--- src/rtl/core/sts_pkg.sv ---
// ----------------------------------------------------------------------------
// sts_pkg
// Shared types, token codes and keyword tables for the script token scanner.
// ----------------------------------------------------------------------------
package sts_pkg;

  // Longest text run kept for an identifier or string
  localparam int MAX_TEXT = 63;
  localparam int CNT_W    = $clog2(MAX_TEXT + 1);

  // Result queue
  localparam int FIFO_DEPTH = 4;
  localparam int FIFO_PTR_W = $clog2(FIFO_DEPTH);
  localparam int FIFO_CNT_W = $clog2(FIFO_DEPTH + 1);

  // Keywords
  localparam int NUM_KW = 7;

  // Token kind codes
  localparam logic [4:0] TK_TEXT   = 5'd0;
  localparam logic [4:0] TK_END    = 5'd1;
  localparam logic [4:0] TK_NUM    = 5'd2;
  localparam logic [4:0] TK_STR    = 5'd3;
  localparam logic [4:0] TK_IDENT  = 5'd4;
  localparam logic [4:0] TK_ASSIGN = 5'd5;
  localparam logic [4:0] TK_EQEQ   = 5'd6;
  localparam logic [4:0] TK_NEQ    = 5'd7;
  localparam logic [4:0] TK_LT     = 5'd8;
  localparam logic [4:0] TK_GT     = 5'd9;
  localparam logic [4:0] TK_LE     = 5'd10;
  localparam logic [4:0] TK_GE     = 5'd11;
  localparam logic [4:0] TK_PLUS   = 5'd12;
  localparam logic [4:0] TK_MINUS  = 5'd13;
  localparam logic [4:0] TK_STAR   = 5'd14;
  localparam logic [4:0] TK_SLASH  = 5'd15;
  localparam logic [4:0] TK_SEMI   = 5'd16;
  localparam logic [4:0] TK_LPAREN = 5'd17;
  localparam logic [4:0] TK_RPAREN = 5'd18;
  localparam logic [4:0] TK_LBRACE = 5'd19;
  localparam logic [4:0] TK_RBRACE = 5'd20;
  localparam logic [4:0] TK_COMMA  = 5'd21;
  localparam logic [4:0] TK_KW0    = 5'd22;
  localparam logic [4:0] TK_BAD    = 5'd29;

  // Scanner modes
  typedef enum logic [3:0] {
    M_IDLE    = 4'd0,
    M_COMMENT = 4'd1,
    M_NUMBER  = 4'd2,
    M_IDENT   = 4'd3,
    M_STRING  = 4'd4,
    M_ESCAPE  = 4'd5,
    M_EQ      = 4'd6,
    M_BANG    = 4'd7,
    M_LT      = 4'd8,
    M_GT      = 4'd9,
    M_SLASH   = 4'd10
  } scan_mode_t;

  // Input transaction
  typedef struct packed {
    logic [7:0] char_code;
    logic       end_of_source;
  } tok_in_t;

  // Result transaction
  typedef struct packed {
    logic [4:0]         token_kind;
    logic signed [31:0] number_value;
    logic [7:0]         text_char;
    logic [5:0]         text_length;
    logic               last_of_run;
  } tok_out_t;

  // Results of one input item, handed to the result queue
  typedef struct packed {
    logic [1:0]         count;
    tok_out_t [1:0]     item;
  } tok_push_t;

  // Keyword spelling, first character in the low byte (strings stored reversed):
  // var print if else while return func
  localparam logic [47:0] KW_TEXT [NUM_KW] = '{
    48'("rav"), 48'("tnirp"), 48'("fi"), 48'("esle"),
    48'("elihw"), 48'("nruter"), 48'("cnuf")
  };
  localparam int KW_LEN [NUM_KW] = '{3, 5, 2, 4, 5, 6, 4};

  // Character of keyword k at position pos (pos below the keyword length)
  function automatic logic [7:0] kw_char(input int k, input logic [2:0] pos);
    logic [47:0] word;
    word = KW_TEXT[k];
    return word[8*pos +: 8];
  endfunction

  // Build one result
  function automatic tok_out_t mk_tok(input logic [4:0] kind, input logic [31:0] num,
                                      input logic [7:0] ch, input logic [5:0] len);
    tok_out_t t;
    t.token_kind   = kind;
    t.number_value = $signed(num);
    t.text_char    = ch;
    t.text_length  = len;
    t.last_of_run  = 1'b0;
    return t;
  endfunction

  // Closing token of an identifier: keyword if a live candidate has this length
  function automatic tok_out_t ident_tok(input logic [NUM_KW-1:0] cand,
                                         input logic [CNT_W-1:0] cnt);
    logic [4:0] kind;
    kind = TK_IDENT;
    for (int k = 0; k < NUM_KW; k++) begin
      if (cand[k] && int'(cnt) == KW_LEN[k]) begin
        kind = TK_KW0 + 5'(k);
      end
    end
    return mk_tok(kind, 32'd0, 8'd0, (kind == TK_IDENT) ? 6'(cnt) : 6'd0);
  endfunction

endpackage

--- src/rtl/core/sts_scan_core.sv ---
// ----------------------------------------------------------------------------
// sts_scan_core
// Scanner state and per-byte decode: turns one source byte into up to two
// results and updates mode, number accumulator, text count and keyword set.
// ----------------------------------------------------------------------------
module sts_scan_core (
  input  logic              clk,
  input  logic              rst,
  input  logic              proc,
  input  sts_pkg::tok_in_t  item,
  output sts_pkg::tok_push_t push
);

  sts_pkg::scan_mode_t          mode, mode_next;
  logic [31:0]                  acc, acc_next;
  logic [sts_pkg::CNT_W-1:0]    cnt, cnt_next;
  logic [sts_pkg::NUM_KW-1:0]   cand, cand_next;

  logic [1:0]                   n;
  sts_pkg::tok_out_t [1:0]      res;
  logic                         do_idle;
  logic                         do_ichar;
  logic [sts_pkg::CNT_W-1:0]    ich_cnt;
  logic [sts_pkg::CNT_W-1:0]    cnt_inc;
  logic [sts_pkg::NUM_KW-1:0]   ich_cand;
  logic [sts_pkg::NUM_KW-1:0]   cand_new;
  logic [7:0]                   c;
  logic [7:0]                   esc;
  logic                         is_digit;
  logic                         is_letter;
  logic                         is_blank;

  assign c         = item.char_code;
  assign is_digit  = (c >= "0") && (c <= "9");
  assign is_letter = ((c >= "a") && (c <= "z")) || ((c >= "A") && (c <= "Z")) || (c == "_");
  assign is_blank  = (c == " ") || (c == "\t") || (c == 8'h0D) || (c == "\n");
  assign esc       = (c == "n") ? 8'd10 : (c == "t") ? 8'd9 : c;

  // State register
  always_ff @(posedge clk) begin
    if (rst) begin
      mode <= sts_pkg::M_IDLE;
      acc  <= '0;
      cnt  <= '0;
      cand <= '1;
    end else if (proc) begin
      mode <= mode_next;
      acc  <= acc_next;
      cnt  <= cnt_next;
      cand <= cand_next;
    end
  end

  // Byte decode; results are appended in order, at most two
  always_comb begin
    mode_next = mode;
    acc_next  = acc;
    cnt_next  = cnt;
    cand_next = cand;
    n         = 2'd0;
    res       = '0;
    do_idle   = 1'b0;
    do_ichar  = 1'b0;
    ich_cnt   = cnt;
    ich_cand  = cand;
    cand_new  = cand;
    cnt_inc   = cnt;

    if (item.end_of_source) begin
      // flush pending token, then end
      unique case (mode)
        sts_pkg::M_NUMBER: begin
          res[n[0]] = sts_pkg::mk_tok(sts_pkg::TK_NUM, acc, 8'd0, 6'd0); n = n + 2'd1;
        end
        sts_pkg::M_IDENT: begin
          res[n[0]] = sts_pkg::ident_tok(cand, cnt); n = n + 2'd1;
        end
        sts_pkg::M_STRING, sts_pkg::M_ESCAPE: begin
          res[n[0]] = sts_pkg::mk_tok(sts_pkg::TK_STR, 32'd0, 8'd0, 6'(cnt)); n = n + 2'd1;
        end
        sts_pkg::M_EQ: begin
          res[n[0]] = sts_pkg::mk_tok(sts_pkg::TK_ASSIGN, 32'd0, 8'd0, 6'd0); n = n + 2'd1;
        end
        sts_pkg::M_BANG: begin
          res[n[0]] = sts_pkg::mk_tok(sts_pkg::TK_BAD, 32'd0, 8'd0, 6'd0); n = n + 2'd1;
        end
        sts_pkg::M_LT: begin
          res[n[0]] = sts_pkg::mk_tok(sts_pkg::TK_LT, 32'd0, 8'd0, 6'd0); n = n + 2'd1;
        end
        sts_pkg::M_GT: begin
          res[n[0]] = sts_pkg::mk_tok(sts_pkg::TK_GT, 32'd0, 8'd0, 6'd0); n = n + 2'd1;
        end
        sts_pkg::M_SLASH: begin
          res[n[0]] = sts_pkg::mk_tok(sts_pkg::TK_SLASH, 32'd0, 8'd0, 6'd0); n = n + 2'd1;
        end
        default: ;
      endcase
      if (n < 2'd2) begin
        res[n[0]] = sts_pkg::mk_tok(sts_pkg::TK_END, 32'd0, 8'd0, 6'd0); n = n + 2'd1;
      end
      mode_next = sts_pkg::M_IDLE;
      acc_next  = '0;
      cnt_next  = '0;
      cand_next = '1;
    end else begin
      // mode-specific handling
      unique case (mode)
        sts_pkg::M_COMMENT: begin
          if (c == "\n") mode_next = sts_pkg::M_IDLE;
        end
        sts_pkg::M_NUMBER: begin
          if (is_digit) begin
            acc_next = (acc << 3) + (acc << 1) + {24'd0, c - "0"};
          end else begin
            res[n[0]] = sts_pkg::mk_tok(sts_pkg::TK_NUM, acc, 8'd0, 6'd0); n = n + 2'd1;
            do_idle = 1'b1;
          end
        end
        sts_pkg::M_IDENT: begin
          if (is_letter || is_digit) begin
            do_ichar = 1'b1;
          end else begin
            res[n[0]] = sts_pkg::ident_tok(cand, cnt); n = n + 2'd1;
            do_idle = 1'b1;
          end
        end
        sts_pkg::M_STRING: begin
          if (c == "\"") begin
            res[n[0]] = sts_pkg::mk_tok(sts_pkg::TK_STR, 32'd0, 8'd0, 6'(cnt)); n = n + 2'd1;
            mode_next = sts_pkg::M_IDLE;
          end else if (c == "\\") begin
            mode_next = sts_pkg::M_ESCAPE;
          end else if (int'(cnt) < sts_pkg::MAX_TEXT) begin
            res[n[0]] = sts_pkg::mk_tok(sts_pkg::TK_TEXT, 32'd0, c, 6'd0); n = n + 2'd1;
            cnt_next = cnt + 1'b1;
          end
        end
        sts_pkg::M_ESCAPE: begin
          if (int'(cnt) < sts_pkg::MAX_TEXT) begin
            res[n[0]] = sts_pkg::mk_tok(sts_pkg::TK_TEXT, 32'd0, esc, 6'd0); n = n + 2'd1;
            cnt_next = cnt + 1'b1;
          end
          mode_next = sts_pkg::M_STRING;
        end
        sts_pkg::M_EQ: begin
          if (c == "=") begin
            res[n[0]] = sts_pkg::mk_tok(sts_pkg::TK_EQEQ, 32'd0, 8'd0, 6'd0); n = n + 2'd1;
            mode_next = sts_pkg::M_IDLE;
          end else begin
            res[n[0]] = sts_pkg::mk_tok(sts_pkg::TK_ASSIGN, 32'd0, 8'd0, 6'd0); n = n + 2'd1;
            do_idle = 1'b1;
          end
        end
        sts_pkg::M_BANG: begin
          if (c == "=") begin
            res[n[0]] = sts_pkg::mk_tok(sts_pkg::TK_NEQ, 32'd0, 8'd0, 6'd0); n = n + 2'd1;
            mode_next = sts_pkg::M_IDLE;
          end else begin
            res[n[0]] = sts_pkg::mk_tok(sts_pkg::TK_BAD, 32'd0, 8'd0, 6'd0); n = n + 2'd1;
            do_idle = 1'b1;
          end
        end
        sts_pkg::M_LT: begin
          if (c == "=") begin
            res[n[0]] = sts_pkg::mk_tok(sts_pkg::TK_LE, 32'd0, 8'd0, 6'd0); n = n + 2'd1;
            mode_next = sts_pkg::M_IDLE;
          end else begin
            res[n[0]] = sts_pkg::mk_tok(sts_pkg::TK_LT, 32'd0, 8'd0, 6'd0); n = n + 2'd1;
            do_idle = 1'b1;
          end
        end
        sts_pkg::M_GT: begin
          if (c == "=") begin
            res[n[0]] = sts_pkg::mk_tok(sts_pkg::TK_GE, 32'd0, 8'd0, 6'd0); n = n + 2'd1;
            mode_next = sts_pkg::M_IDLE;
          end else begin
            res[n[0]] = sts_pkg::mk_tok(sts_pkg::TK_GT, 32'd0, 8'd0, 6'd0); n = n + 2'd1;
            do_idle = 1'b1;
          end
        end
        sts_pkg::M_SLASH: begin
          if (c == "/") begin
            mode_next = sts_pkg::M_COMMENT;
          end else begin
            res[n[0]] = sts_pkg::mk_tok(sts_pkg::TK_SLASH, 32'd0, 8'd0, 6'd0); n = n + 2'd1;
            do_idle = 1'b1;
          end
        end
        default: begin
          do_idle = 1'b1;
        end
      endcase

      // fresh byte scanned from idle
      if (do_idle) begin
        mode_next = sts_pkg::M_IDLE;
        if (is_blank) begin
          mode_next = sts_pkg::M_IDLE;
        end else if (is_digit) begin
          mode_next = sts_pkg::M_NUMBER;
          acc_next  = {24'd0, c - "0"};
        end else if (is_letter) begin
          mode_next = sts_pkg::M_IDENT;
          do_ichar  = 1'b1;
          ich_cnt   = '0;
          ich_cand  = '1;
        end else begin
          unique case (c)
            "#":  mode_next = sts_pkg::M_COMMENT;
            "\"": begin
              mode_next = sts_pkg::M_STRING;
              cnt_next  = '0;
            end
            "/":  mode_next = sts_pkg::M_SLASH;
            "=":  mode_next = sts_pkg::M_EQ;
            "!":  mode_next = sts_pkg::M_BANG;
            "<":  mode_next = sts_pkg::M_LT;
            ">":  mode_next = sts_pkg::M_GT;
            "+": begin
              res[n[0]] = sts_pkg::mk_tok(sts_pkg::TK_PLUS, 32'd0, 8'd0, 6'd0); n = n + 2'd1;
            end
            "-": begin
              res[n[0]] = sts_pkg::mk_tok(sts_pkg::TK_MINUS, 32'd0, 8'd0, 6'd0); n = n + 2'd1;
            end
            "*": begin
              res[n[0]] = sts_pkg::mk_tok(sts_pkg::TK_STAR, 32'd0, 8'd0, 6'd0); n = n + 2'd1;
            end
            ";": begin
              res[n[0]] = sts_pkg::mk_tok(sts_pkg::TK_SEMI, 32'd0, 8'd0, 6'd0); n = n + 2'd1;
            end
            "(": begin
              res[n[0]] = sts_pkg::mk_tok(sts_pkg::TK_LPAREN, 32'd0, 8'd0, 6'd0); n = n + 2'd1;
            end
            ")": begin
              res[n[0]] = sts_pkg::mk_tok(sts_pkg::TK_RPAREN, 32'd0, 8'd0, 6'd0); n = n + 2'd1;
            end
            "{": begin
              res[n[0]] = sts_pkg::mk_tok(sts_pkg::TK_LBRACE, 32'd0, 8'd0, 6'd0); n = n + 2'd1;
            end
            "}": begin
              res[n[0]] = sts_pkg::mk_tok(sts_pkg::TK_RBRACE, 32'd0, 8'd0, 6'd0); n = n + 2'd1;
            end
            ",": begin
              res[n[0]] = sts_pkg::mk_tok(sts_pkg::TK_COMMA, 32'd0, 8'd0, 6'd0); n = n + 2'd1;
            end
            default: begin
              res[n[0]] = sts_pkg::mk_tok(sts_pkg::TK_BAD, 32'd0, 8'd0, 6'd0); n = n + 2'd1;
            end
          endcase
        end
      end

      // identifier character: prune keywords, echo, split at the text limit
      if (do_ichar) begin
        for (int k = 0; k < sts_pkg::NUM_KW; k++) begin
          cand_new[k] = ich_cand[k] && (int'(ich_cnt) < sts_pkg::KW_LEN[k]) &&
                        (sts_pkg::kw_char(k, 3'(int'(ich_cnt))) == c);
        end
        if (n < 2'd2) begin
          res[n[0]] = sts_pkg::mk_tok(sts_pkg::TK_TEXT, 32'd0, c, 6'd0); n = n + 2'd1;
        end
        cnt_inc   = ich_cnt + 1'b1;
        cnt_next  = cnt_inc;
        cand_next = cand_new;
        if (int'(cnt_inc) >= sts_pkg::MAX_TEXT) begin
          if (n < 2'd2) begin
            res[n[0]] = sts_pkg::ident_tok(cand_new, cnt_inc); n = n + 2'd1;
          end
          mode_next = sts_pkg::M_IDLE;
        end
      end
    end

    // mark the final result of this item
    if (n == 2'd2) begin
      res[1].last_of_run = 1'b1;
    end else if (n == 2'd1) begin
      res[0].last_of_run = 1'b1;
    end
  end

  assign push.count = proc ? n : 2'd0;
  assign push.item  = res;

endmodule

--- src/rtl/core/sts_result_fifo.sv ---
// ----------------------------------------------------------------------------
// sts_result_fifo
// Small result queue: takes up to two results per cycle, delivers one per
// transaction on the output channel.
// ----------------------------------------------------------------------------
module sts_result_fifo (
  input  logic               clk,
  input  logic               rst,
  input  sts_pkg::tok_push_t push,
  output logic               room,
  output logic               valid,
  input  logic               stall,
  output sts_pkg::tok_out_t  item
);

  sts_pkg::tok_out_t               mem [sts_pkg::FIFO_DEPTH];
  logic [sts_pkg::FIFO_PTR_W-1:0]  wr_ptr;
  logic [sts_pkg::FIFO_PTR_W-1:0]  rd_ptr;
  logic [sts_pkg::FIFO_CNT_W-1:0]  count;
  logic                            pop;

  assign valid = (count != '0);
  assign pop   = valid && !stall;
  // room for a full pair of results
  assign room  = (int'(count) <= sts_pkg::FIFO_DEPTH - 2);
  assign item  = mem[rd_ptr];

  // Storage
  always_ff @(posedge clk) begin
    if (push.count != 2'd0) begin
      mem[wr_ptr] <= push.item[0];
    end
    if (push.count == 2'd2) begin
      mem[wr_ptr + 1'b1] <= push.item[1];
    end
  end

  // Pointers and fill level
  always_ff @(posedge clk) begin
    if (rst) begin
      wr_ptr <= '0;
      rd_ptr <= '0;
      count  <= '0;
    end else begin
      wr_ptr <= wr_ptr + sts_pkg::FIFO_PTR_W'(push.count);
      if (pop) rd_ptr <= rd_ptr + 1'b1;
      count  <= count + sts_pkg::FIFO_CNT_W'(push.count) - sts_pkg::FIFO_CNT_W'(pop);
    end
  end

endmodule

--- src/rtl/core/script_token_scanner.sv ---
// ----------------------------------------------------------------------------
// script_token_scanner
// Streaming tokenizer: one source byte (or end mark) per input transaction,
// text characters and tokens out, one result per output transaction.
// ----------------------------------------------------------------------------
//  channel  | payload             | handshake           | per transaction
//  src      | sts_pkg::tok_in_t   | src_valid/src_stall | one byte or end mark
//  tok      | sts_pkg::tok_out_t  | tok_valid/tok_stall | one result
//
//  One byte per cycle while the queue has room: the byte register feeds the
//  scanner decode, whose 0 to 2 results land in a 4-entry result queue the
//  next edge. A byte is held in the byte register, and its results in the
//  result queue, before the first of them can leave.
//  A byte waits in the register while the queue has fewer than two free slots;
//  src_stall is high exactly then. Output stalls only hold the queue.
//  rst clears scanner state and empties the byte register and the queue.
// ----------------------------------------------------------------------------
module script_token_scanner (
  input  logic              clk,
  input  logic              rst,
  input  logic              src_valid,
  output logic              src_stall,
  input  sts_pkg::tok_in_t  src_item,
  output logic              tok_valid,
  input  logic              tok_stall,
  output sts_pkg::tok_out_t tok_item
);

  sts_pkg::tok_in_t   in_q;
  logic               in_full;
  logic               room;
  logic               proc;
  logic               take;
  sts_pkg::tok_push_t push;

  // Byte register: advances into the decode when the queue has room
  assign proc      = in_full && room;
  assign src_stall = in_full && !room;
  assign take      = src_valid && !src_stall;

  always_ff @(posedge clk) begin
    if (rst) begin
      in_full <= 1'b0;
    end else if (take) begin
      in_full <= 1'b1;
    end else if (proc) begin
      in_full <= 1'b0;
    end
  end

  always_ff @(posedge clk) begin
    if (take) in_q <= src_item;
  end

  sts_scan_core u_core (
    .clk  (clk),
    .rst  (rst),
    .proc (proc),
    .item (in_q),
    .push (push)
  );

  sts_result_fifo u_fifo (
    .clk   (clk),
    .rst   (rst),
    .push  (push),
    .room  (room),
    .valid (tok_valid),
    .stall (tok_stall),
    .item  (tok_item)
  );

endmodule
--- config.mk ---
export PLATFORM = sky130hd
export DESIGN_NAME = script_token_scanner
export DESIGN_NICKNAME = d
export VERILOG_FILES = /design/src/rtl/core/sts_pkg.sv /design/src/rtl/core/sts_scan_core.sv /design/src/rtl/core/sts_result_fifo.sv /design/src/rtl/core/script_token_scanner.sv
export SDC_FILE = /design/constraint.sdc
export NUM_CORES = 1
export LEC_CHECK = 0
export BUFFER_PORTS_ARGS = -buffer_cell sky130_fd_sc_hd__buf_2
export CORE_MARGIN = 2
export CORE_UTILIZATION = 40
export DETAILED_ROUTE_END_ITERATION = 16
export HOLD_SLACK_MARGIN = 0.06
export PLACE_DENSITY_LB_ADDON = 0.3
export SYNTH_ARGS = -nofsm -noshare
export SYNTH_HDL_FRONTEND = slang
export SYNTH_SLANG_ARGS = --single-unit
export TNS_END_PERCENT = 5
--- constraint.sdc ---
create_clock -name clk -period 9.1 [get_ports clk]
set_clock_uncertainty 0.15 [all_clocks]
set_input_delay 0.455 -clock clk [delete_from_list [all_inputs] [get_ports clk]]
set_output_delay 0.455 -clock clk [all_outputs]
set_load 0.1 [all_outputs]
Word level (Yosys, flattened, before mapping). Memory sizes are Yosys's and may differ from the RTL's. A register that Yosys moved wholly into a read port is not among the register bits. Index checks and enable logic that the tools add are counted.

Register bits after elaboration: 66. Bits in writable memories: 208. ROM bits: 0. Bits in latches: 0. Word-level logic and storage cells: 364. Input port bits: 13. Memories: 1. Output and inout bits: 54.

Add/sub/neg operators: 14. Divide/modulo/power cells: 0. Bitwise operators: 33. Equality and inequality tests: 57. Shifts and indexed selects: 7. Order comparisons: 25. Reduce and logical (&&, ||, !) cells: 58. Multiplexer cells: 159. $mul: 0.

Memory list: u_fifo.mem (words 4, width 52, read ports 1, clocked after Yosys merged registers in 1, wr ports 2, line sts_result_fifo.sv:16) `sts_pkg::tok_out_t mem [sts_pkg::FIFO_DEPTH];`.

Operators with widths (count): 104-bit two-way mux (13); 104-bit case mux with 10 select lines (1); 52-bit two-way mux (10); 52-bit case mux with 9 select lines (1); 52-bit case mux with 8 select lines (1); 50-bit by 100-bit bitwise AND with 100-bit output (4); 100-bit inverter (4); 49-bit by 98-bit bitwise AND with 98-bit output (4); 98-bit inverter (4); 48-bit by 7-bit indexed part select with 8-bit output, first input constant (7); 104-bit bitwise mux (2); 52-bit demux with 1-bit select (4); 51-bit by 102-bit bitwise AND with 102-bit output (2); 102-bit inverter (2); 49-bit two-way mux (4); 32-bit two-way mux (6); 8-bit by 6-bit equality test with 1-bit output, second input constant (15); 5-bit two-way mux (23); 6-bit two-way mux (18); 48-bit by 96-bit bitwise AND with 96-bit output (1); 96-bit inverter (1); 8-bit equality test (7); 51-bit two-way mux (1); 7-bit two-way mux (7); 56 further kinds (211).

Depth between registers and ports, before layout. Gate-level depths: netlist of the first run.

Depth in word-level cells: 35. Depth in mapped cells: 26. Depth with buffers taken out: 22.

Modules after synthesis. Synthesis of the first run repeated with hierarchy kept, for this count alone.

Cells, all modules: 1645. Area, all modules: 18438.9 um2.

By module, submodules not included: sts_result_fifo (cells each 559, instances 1, sequential area each 6426.2 um2, area each 10556.4 um2); sts_scan_core (cells each 1072, instances 1, sequential area each 980.9 um2, area each 7556.0 um2); script_token_scanner (cells each 14, instances 1, sequential area each 290.3 um2, area each 326.6 um2).

Worst setup path before layout of the first run. OpenSTA, ideal clock, no wires.

Path type: flip-flop to flip-flop. Start point: register in_q[5] (netlist bit). End point: memory u_fifo.mem[2][0] (netlist bit), enable pin. Library setup time: 0.408 ns. Slack: 1.819 ns. Cell stages (with the launch flop): 24. Data arrival time: 6.723 ns. Path buffers: 6. Data required time: 8.542 ns. Clock period less this slack: 7.281 ns. Path through: edfxtp_1 > clkbuf_1 > buf_1 > inv_1 > ha_1 > or3b_2 > clkbuf_1 > nor4_1 > a221oi_1 > o211ai_1 > a21oi_1 > inv_1 > ha_1 > o22ai_1 > inv_1 > ha_1 > clkbuf_1 > o31ai_1 > a22oi_1 > or4_1 > buf_6 > nor3_4 > buf_4 > a21o_1.

RTL lines: start, declared (line script_token_scanner.sv:29) `sts_pkg::tok_in_t in_q;`; start signal, assigned (line script_token_scanner.sv:52) `if (take) in_q <= src_item;`; end, declared (line sts_result_fifo.sv:16).

==> results of run 1 <==
-- flip-flops by register name (all words and copies together) (netlist names), named ones only --
name and count:
u_fifo.rd_ptr 2, u_fifo.wr_ptr 2, u_core.mode 4, u_core.acc 32
in_full 1, u_fifo.count 3, u_fifo.mem 208, u_core.cnt 6
u_core.cand 7, in_q 9
-- metal layers --
metal / vias up / share of wire, % / track usage (%)
li1: 6053 / - / -
met1: 6387 / 46 / 30.7
met2: 502 / 45 / 33.1
met3: 69 / 6.7 / 2.99
met4: 0 / 2.2 / 5.53
met5: - / 0 / 0
-- final cells by class --
class	instances	area, µm²	share of cell area, %
Tap cell	532	666	3.59
Clock inverter	12	139	0.748
Clock buffer	42	857	4.62
Inverter	53	199	1.07
Sequential cell	276	7700	41.5
Timing Repair Buffer	106	668	3.60
Multi-Input combinational cell	1157	8330	44.9
-- stage by stage --
step                      total power [mW]  util (%)  instance area, µm²
after global routing                  4.51      45.3               18600
after global placement                3.16      42.6               17500
final                                 4.36      45.3               18600
after floorplan                       2.87         -               16700
after CTS                             4.39      45.3               18600
after detailed placement              3.17      42.6               17500
-- critical path, cell delays in order, from the launching register on --
cell and delay [ns]:
edfxtp_1 0.67, buf_4 0.30, or4_1 0.50, a311oi_1 0.29, a21oi_1 0.14, nor4_1 0.82, a21oi_1 0.33, inv_1 0.20
ha_1 0.26, o22ai_1 0.32, inv_1 0.08, ha_1 0.42, o31ai_1 0.34, a22oi_1 0.21, or4_1 0.84, nor3_4 0.27
a21o_2 0.56, buf_4 0.36
-- where the power goes --
group	switching [mW]	internal, mW
Clock	0.509	0.716
Combinational	1.24	0.367
Sequential	0.0597	1.47
-- placed cells by master, fill, tap and decap left out, drive strengths merged, types with 10 or more instances in the layout --
| cell type | synthesis | layout |
|---|---|---|
| nor2 | 238 | 238 |
| edfxtp | 217 | 217 |
| nand2 | 109 | 109 |
| a21oi | 100 | 100 |
| buf | 37 | 96 |
| ha | 78 | 78 |
| o21ai | 67 | 67 |
| dfxtp | 59 | 59 |
| inv | 51 | 55 |
| mux4 | 52 | 52 |
| mux2i | 50 | 50 |
| clkbuf | 69 | 42 |
| nor3 | 31 | 31 |
| xnor2 | 28 | 28 |
| nand3 | 24 | 24 |
| a22oi | 24 | 24 |
| a21o | 23 | 23 |
| nor2b | 22 | 22 |
| xor2 | 22 | 22 |
| a211oi | 18 | 18 |
| a31oi | 17 | 17 |
| nand4 | 16 | 16 |
| o31ai | 16 | 16 |
| and3 | 15 | 15 |
| and2 | 14 | 14 |
| nand2b | 13 | 13 |
| a32oi | 10 | 10 |
| o22ai | 10 | 10 |
| dlygate4sd3 | 0 | 10 |
-- kinds of logic (layout without fill, tap and decap cells) --
| family | count (synthesis) | after routing |
|---|---|---|
| compound gates | 386 | 386 |
| flops | 276 | 276 |
| buf+inv | 159 | 213 |
| mux | 103 | 103 |
| fa+ha+maj | 85 | 85 |
| xor+xnor | 50 | 50 |
| simple gates | 533 | 533 |
-- worst max path at each step --
| stage | from | endpoint | cells after the start |
|---|---|---|---|
| after floorplan | in_q[5] | u_fifo.mem[2][0] | 23 |
| after global placement | in_q[5] | u_fifo.mem[2][38] | 20 |
| after detailed placement | in_q[5] | u_fifo.mem[2][40] | 20 |
| after CTS | in_q[4] | u_fifo.mem[2][27] | 17 |
| after global routing | in_q[5] | u_fifo.mem[2][27] | 20 |
| final | in_q[4] | u_fifo.mem[2][39] | 17 |
==> run summary, run 1 <==
The fraction of the mapped netlist area in adder cells is 6.68%. After detailed placement, the design holds a cell count of 2,114. The number of cell rows came out at 74. The final count of pins violating max slew came to 0. The global route total overflow came out at 0. The cell area after synthesis came out at 16,700 µm². The startpoint identified for the worst hold timing path is tok_stall. The floorplan step defined a die boundary enclosing 43,400 µm². TritonCTS built the clock tree.

The total I/O pin count came out at 67. The routed wire length per instance is 21.5 µm. The worst endpoint data arrival time came out at 7.53 ns. The standby leakage power came out at 7.06 nW. The Yosys step of the flow raised 0 warnings. In this run the critical register-to-register path is launched from in_q[4]. The number of stages on the worst hold path came out at 4. The number of setup violations in the final report is 0. Among all cell types in the netlist, the one instantiated most often is nor2_1.

The path with the worst hold slack has its endpoint at u_fifo.rd_ptr[0]. The number of hold violations in the final report is 0. The initial antenna violation count came out at 0. The worst reg2reg path endpoint is u_fifo.mem[2][39].

The worst register-to-register path has a depth of 17. The first global-routing pass estimated 73.0 mm of wire. The buffer levels on the longest clock path came out at 3. The number of search-and-repair iterations in the first detailed-routing pass is 5. The setup TNS is 0 ns. The share of the synthesized area in compound gates (AO/OA/AOI/OAI) came out at 15.4%. The final net count is 1,722. The xor/xnor share of the synthesized area is 2.62%. The min-delay analysis places its worst path in the category in2reg. The max-slew headroom at the worst pin came out at 37.3%. The post-synthesis simple-gate area fraction came out at 15.0%.

The starting density of the core is 40.7%. The finished layout holds 2,178 standard cells, fillers aside. The worst path needs 7.43 ns of the cycle, external delays included. STA classifies the critical path endpoint as a flip-flop. The power per cell area is 235 nW/µm². The number of synthesized register bits came out at 276. The critical path is of the reg2reg type. By area, the combinational part of the netlist is dominated by compound AO/OA/AOI/OAI gates. OpenSTA, run right after detailed placement, puts the worst setup slack at 1.86 ns.

In this run, the number of DRC markers left after iteration 0 of detailed routing was 1,442. VDD sags by at most 0.145 mV. The main flop type after synthesis is edfxtp_1. For this block, the routed nets add up to 46.7 mm of wire.

The number of diodes added for antenna fixing came out at 0. The worst setup slack for register-to-register paths is 1.67 ns. The max-cap violation count came out at 0. The die width came out at 208 µm. The number of nets in the synthesized netlist is 1,690. The maximum operating frequency came out at 135 MHz. The number of levels in the clock H-tree is 1. Entering global routing, the biggest net connects 54 pins. Global routing consumed, over all layers together, 21.1% of the routing resources.

The root buffer cell chosen for the clock tree is clkbuf_16. For this run, design rule violations remaining after detail routing come to 0. Fill cells in the final layout number 3,779. Counting flops with an async set or reset pin after synthesis yields a share of 0%. The clock latency of the later-clocked register in the worst-skew pair is 0.57 ns. In this run the tool buffered the top-level ports with 66 buffer cells. STA classifies the critical path startpoint as a flip-flop. Setup repair after global routing left no endpoint under its margin. The number of global-route vias before repair is 12.7k. The run finished with clean final reports.

The largest area contributor in the synthesized netlist is edfxtp_1. Of the cells placed in the final design, the portion with a size suffix greater than 1 is 13.2%. The mean instance size in the synthesized netlist is 10.5 µm².

The average vias per placed instance is 5.97. The number of resized instances in the post-cts repair step came out at 0. The final critical-path share of the clock period came out at 81.7%.

The placer's final routability congestion estimate came out at 0.919. The transition time at the pin with the least slew margin came out at 0.932 ns. The minimum setup slack in the final design is 1.67 ns. Counting instances in the post-synthesis netlist gives the leading cell types as nor2_1 (236), edfxtp_1 (217), nand2_1 (109), a21oi_1 (100), ha_1 (78). The portion of synthesized cell area occupied by the leading cell type came out at 39.0%. The portion of netlist area occupied by mux cells came out at 10.1%. The hold slack came out at 0.209 ns. The clock net in this run drives a total of 276 sinks.

The estimated wirelength of the detail-placed design came out at 32.5 mm. Hold repair after CTS inserted 10 buffers. The share of the Yosys chip area taken by registers is 46.1%. The count of different cell masters after synthesis is 81. The data required time at the worst endpoint came out at 9.20 ns. The routed layout has 13.0k vias. The number of buffers inserted to repair setup after CTS is 0.

After synthesis, the cell types taking the most area are edfxtp_1 (39%), dfxtp_1 (7.1%), mux4_2 (7.0%). The floorplan core area is 41,000 µm². The remaining number of nets flagged by the antenna check after routing is 0. Yosys mapped a number of flops with a built-in enable equal to 217.

After technology mapping, the gate count stands at 1,592. The total CTS buffers is 30. The clock-pin slew reported for the worst setup and hold paths after clock tree synthesis came out at 0.06 ns. The maximum fanout along the worst path is 24. In this run the vertical extent of the chip is 208 µm. The area growth from synthesis to layout is 11.1%.
No activity file was read; power rests on OpenSTA's default activity.
==> run 2: changes to the inputs <==
- ABC_AREA: not set -> 1
- clock period: 9.1 -> 6.6 ns (I/O delays scaled with it)
==> run 2 against run 1 <==
Net effect:
- sequential cell count is the same
- sequential share of layout area shrank 2.2 points
- first-iteration DRC count rose by 15%
- power grew 42%
- clock power up 35%
- worst hold slack got worse by 0.018 ns
- global-route usage rose by 1.4 points
- critical path type unchanged
- critical path depth increased by 4
- largest power group unchanged
- combinational power rose by 50%
- core utilization down 0.59 points
- non-clock buffer count up 10
- fmax grew 22%
==> run summary, run 2 <==
The instance count of the mapped netlist was 2,229 (+40%). The number of search-and-repair iterations in the first detailed-routing pass came out at 6 (+1). Setup repair after global routing left no endpoint under its margin.

The final critical-path share of the clock period is 92.1% (+10 points). The total CTS buffers is 31 (+3.3%). The hold slack is 0.191 ns (-0.0179 ns). The number of cell rows came to 77 (+4.1%). The routed wire length per instance is 18.4 µm (-14%). The total via count after detailed routing is 15.8k (+22%).

TritonCTS built the clock tree. The combinational cell fraction of total power is 39.0% (+2.1 points). The area growth from synthesis to layout is 10.8%.

The starting density of the core is 40.3% (-0.45 points). By area the synthesized netlist is led by edfxtp_1 (37%), nand2_1 (9.2%), nor2_1 (7.7%). The number of port buffers is 66 (unchanged). The share of the synthesized area in compound gates (AO/OA/AOI/OAI) is 16.0% (+0.57 points).

The routed wire length is 53.0 mm (+14%). In the synthesized netlist, the cells that appear most often are nand2_1 (433), nor2_1 (365), edfxtp_1 (217), o21ai_0 (206), inv_1 (137). The number of hold violations in the final report is 0 (unchanged).

The nature of the critical path endpoint is a flip-flop. The global route total overflow is 0 (unchanged). The number of diodes added for antenna fixing came out at 0 (unchanged). The net switching share of the total power is 45.1% (+3.7 points). The remaining design rule violation count is 0 (unchanged). The post-placement worst setup slack came out at 0.592 ns (-1.26 ns).

The final-layout fill cell count is 4,387 (+16%). The fraction of the mapped netlist area in adder cells came to 6.31% (-0.37 points). The placer's final routability congestion estimate was 1.00 (+8.8%). The worst setup path category is reg2reg. The flow ran to the end, and the final reports show no timing, DRC or antenna violations. The max-slew headroom at the worst pin is 33.6% (-3.7 points). The total I/O pin count came out at 67 (unchanged). The cell area after synthesis was 17,700 µm² (+5.9%). The initial antenna violation count came out at 0 (unchanged). The count of different cell masters after synthesis came out at 61 (-25%). The buffer levels on the longest clock path is 3 (unchanged). The fraction of layout instances using a drive strength above 1 is 11.2% (-2.0 points). The number of synthesized register bits is 276 (unchanged). The xor/xnor share of the synthesized area is 1.68% (-0.94 points). The maximum fanout along the worst path came out at 33 (+38%). The instance count after placement with tap cells included is 2,814 (+33%). The clock root buffer is clkbuf_16. The data required time at the worst endpoint came out at 6.67 ns (-2.53 ns). The register with the most flip-flops in the final layout is u_fifo.mem. The maximum number of pins on one net before global-route repair came to 73 (+35%).

The time the final worst path needs with I/O delays and setup is 6.08 ns (-1.35 ns). The count of hold buffers inserted by post-cts repair is 11 (+1). The final net count came out at 2,364 (+37%). The number of synthesized flops with an enable pin came out at 217 (unchanged). The design internal power is 3.40 mW (+33%). The portion of synthesized cell area occupied by the leading cell type came out at 36.8% (-2.2 points). The kind of start point of the critical path is a flip-flop. The number of clock sinks is 276 (unchanged). The standby leakage power came out at 7.93 nW (+12%). The die boundary height came out at 214 µm (+2.9%). The number of warnings printed during yosys synthesis was 0 (unchanged). The fraction of the core area covered by cells at the end of the flow is 44.7% (-0.59 points).

The sequential fraction of design power is 34.1% (-0.9 points). The library cell used most frequently in the layout, excluding fill and tap cells, is nand2_1. The fraction of registers with async set/reset is 0% (unchanged). The most used standard cell by instance count after synthesis is nand2_1. The final count of pins violating max slew is 0 (unchanged). The number of nets produced by synthesis came out at 2,327 (+38%). The number of levels in the clock H-tree is 1 (unchanged). The minimum setup slack in the final design came out at 0.524 ns (-1.15 ns). After synthesis, the largest family of logic cells by area is simple AND/OR/NAND/NOR gates. The post-synthesis simple-gate area fraction is 25.7% (+11 points). The floorplan core area is 43,900 µm² (+7.1%). The portion of netlist area occupied by mux cells is 0% (-10 points).

The min-delay analysis places its worst path in the category in2reg. The largest area contributor in the synthesized netlist is edfxtp_1. The global routing usage summed across all routing layers came to 22.5% (+1.4 points).

The filler-free cell count of the finished design came out at 2,883 (+32%). The number of setup violations in the final report came to 0 (unchanged). The remaining number of nets flagged by the antenna check after routing came to 0 (unchanged).

The net switching component of the power came out at 2.80 mW (+55%). The most used flip-flop cell after synthesis is edfxtp_1. The cell area reported after detailed placement came to 18,500 µm² (+6.1%).

The design area was 19,600 µm² (+5.7%). The die width came out at 214 µm (+2.9%). The clock-pin slew reported for the worst setup and hold paths after clock tree synthesis was 0.06 ns (about the same). The detailed router's first-iteration violation count was 1,663 (+15%). The die area came out at 45,900 µm² (+5.8%).

The portion of the post-synthesis area used by sequential elements was 43.5% (-2.6 points). The worst endpoint data arrival time is 6.14 ns (-1.39 ns). The max-cap violation count is 0 (unchanged). In the final layout, the registers with the most flip-flops are u_fifo.mem x208, u_core.acc x32, in_q x9. The average vias per placed instance came out at 5.49 (-8.1%). The number of flip-flops in the largest register is 208 (unchanged).

The clock latency of the later-clocked register in the worst-skew pair came to 0.60 ns (+0.03 ns). The number of global-route vias before repair is 14.8k (+17%). The clock network power share came out at 26.8% (-1.3 points). The first-pass GRT wire length came out at 83.3 mm (+14%). The top cell types in the final layout, fill and taps aside, are nand2_1 (431), nor2_1 (363), edfxtp_1 (217). The number of buffers inserted to repair setup after CTS is 0 (unchanged). The number of resized instances in the post-cts repair step is 0 (unchanged). The estimated wirelength of the detail-placed design came out at 37.7 mm (+16%). The maximum operating frequency was 165 MHz (+22%).

The power per cell area came out at 316 nW/µm² (+34%). The transition time at the pin with the least slew margin was 0.995 ns (+0.0626 ns). The worst ir drop on vdd came out at 0.231 mV (+60%).

The mean instance size in the synthesized netlist was 7.94 µm² (-24%).
run 2: changes by cell type after synthesis, moves of 22 or more:
cell | previous run | this run
o22ai_1 | 10 | 59
nand2_1 | 109 | 433
nor2_1 | 236 | 365
nor2_2 | 0 | 27
a22oi_1 | 24 | 0
nand3_1 | 24 | 127
mux2i_1 | 50 | 0
o21ai_0 | 66 | 206
o21ai_1 | 1 | 40
mux4_2 | 52 | 0
a21oi_1 | 100 | 126
inv_1 | 51 | 137
nor2b_1 | 22 | 0
run 2: cell families after synthesis:
logic type	count (synthesis)
compound gates	503
xor+xnor	34
fa+ha+maj	85
buf+inv	274
flops	276
simple gates	1057
run 2: cell type report:
class | count | area, µm² | share of cell area, %
clock inverter | 19 | 175 | 0.893
clock buffer | 39 | 806 | 4.11
tap | 592 | 741 | 3.78
multi-input combinational | 1679 | 8830 | 45.0
timing repair buffer | 116 | 746 | 3.80
inverter | 162 | 621 | 3.16
sequential | 276 | 7700 | 39.3
run 2: critical path, stage by stage (launching register included):
cell and delay (ns):
edfxtp_1 0.80, clkinv_1 0.52, ha_1 0.42, nand3_1 0.11, nand2_1 0.08, a21oi_4 0.20
nand2_2 0.12, nand2_2 0.25, nand2_1 0.25, inv_1 0.21, ha_1 0.26, inv_1 0.11
o311ai_1 0.37, nand2_1 0.15, nand2_2 0.17, inv_2 0.07, o211ai_2 0.17, nand2_2 0.10
o21ai_0 0.34, inv_1 0.18, o21ai_4 0.15, buf_4 0.45
run 2: power groups by stage:
stage | logic (mW) | registers (mW) | clock network (mW)
after CTS | 2.43 | 2.12 | 1.69
after detailed placement | 2.42 | 2.15 | 0
final | 2.42 | 2.12 | 1.66
after global routing | 2.56 | 2.13 | 1.76
after floorplan | 1.96 | 2.11 | 0
after global placement | 2.40 | 2.15 | 0
run 2: per-layer routing:
layer / GRT usage (%) / up-vias / part of all wire, %
li1: - / 7715 / -
met1: 32.0 / 7443 / 45
met2: 36.3 / 581 / 46
met3: 2.92 / 80 / 6.7
met4: 5.74 / 0 / 2.2
met5: 0 / - / 0
run 2: stage by stage:
stage	total power, mW	setup TNS [ns]
finish	6.20	0
floorplan	4.07	-18.64
global route	6.45	0
global placement	4.55	0
CTS	6.23	0
detailed placement	4.57	0
run 2: path summary, 6_finish.rpt:
path / from / end / slack (ns) / depth (start not counted)
min: rst / u_fifo.count[1] / 0.19 / 3
max: in_q[5] / u_fifo.mem[3][29] / 0.52 / 21
max reg2reg: in_q[5] / u_fifo.mem[3][29] / 0.52 / 21
min reg2reg: u_fifo.rd_ptr[1] / u_fifo.rd_ptr[1] / 0.32 / 2
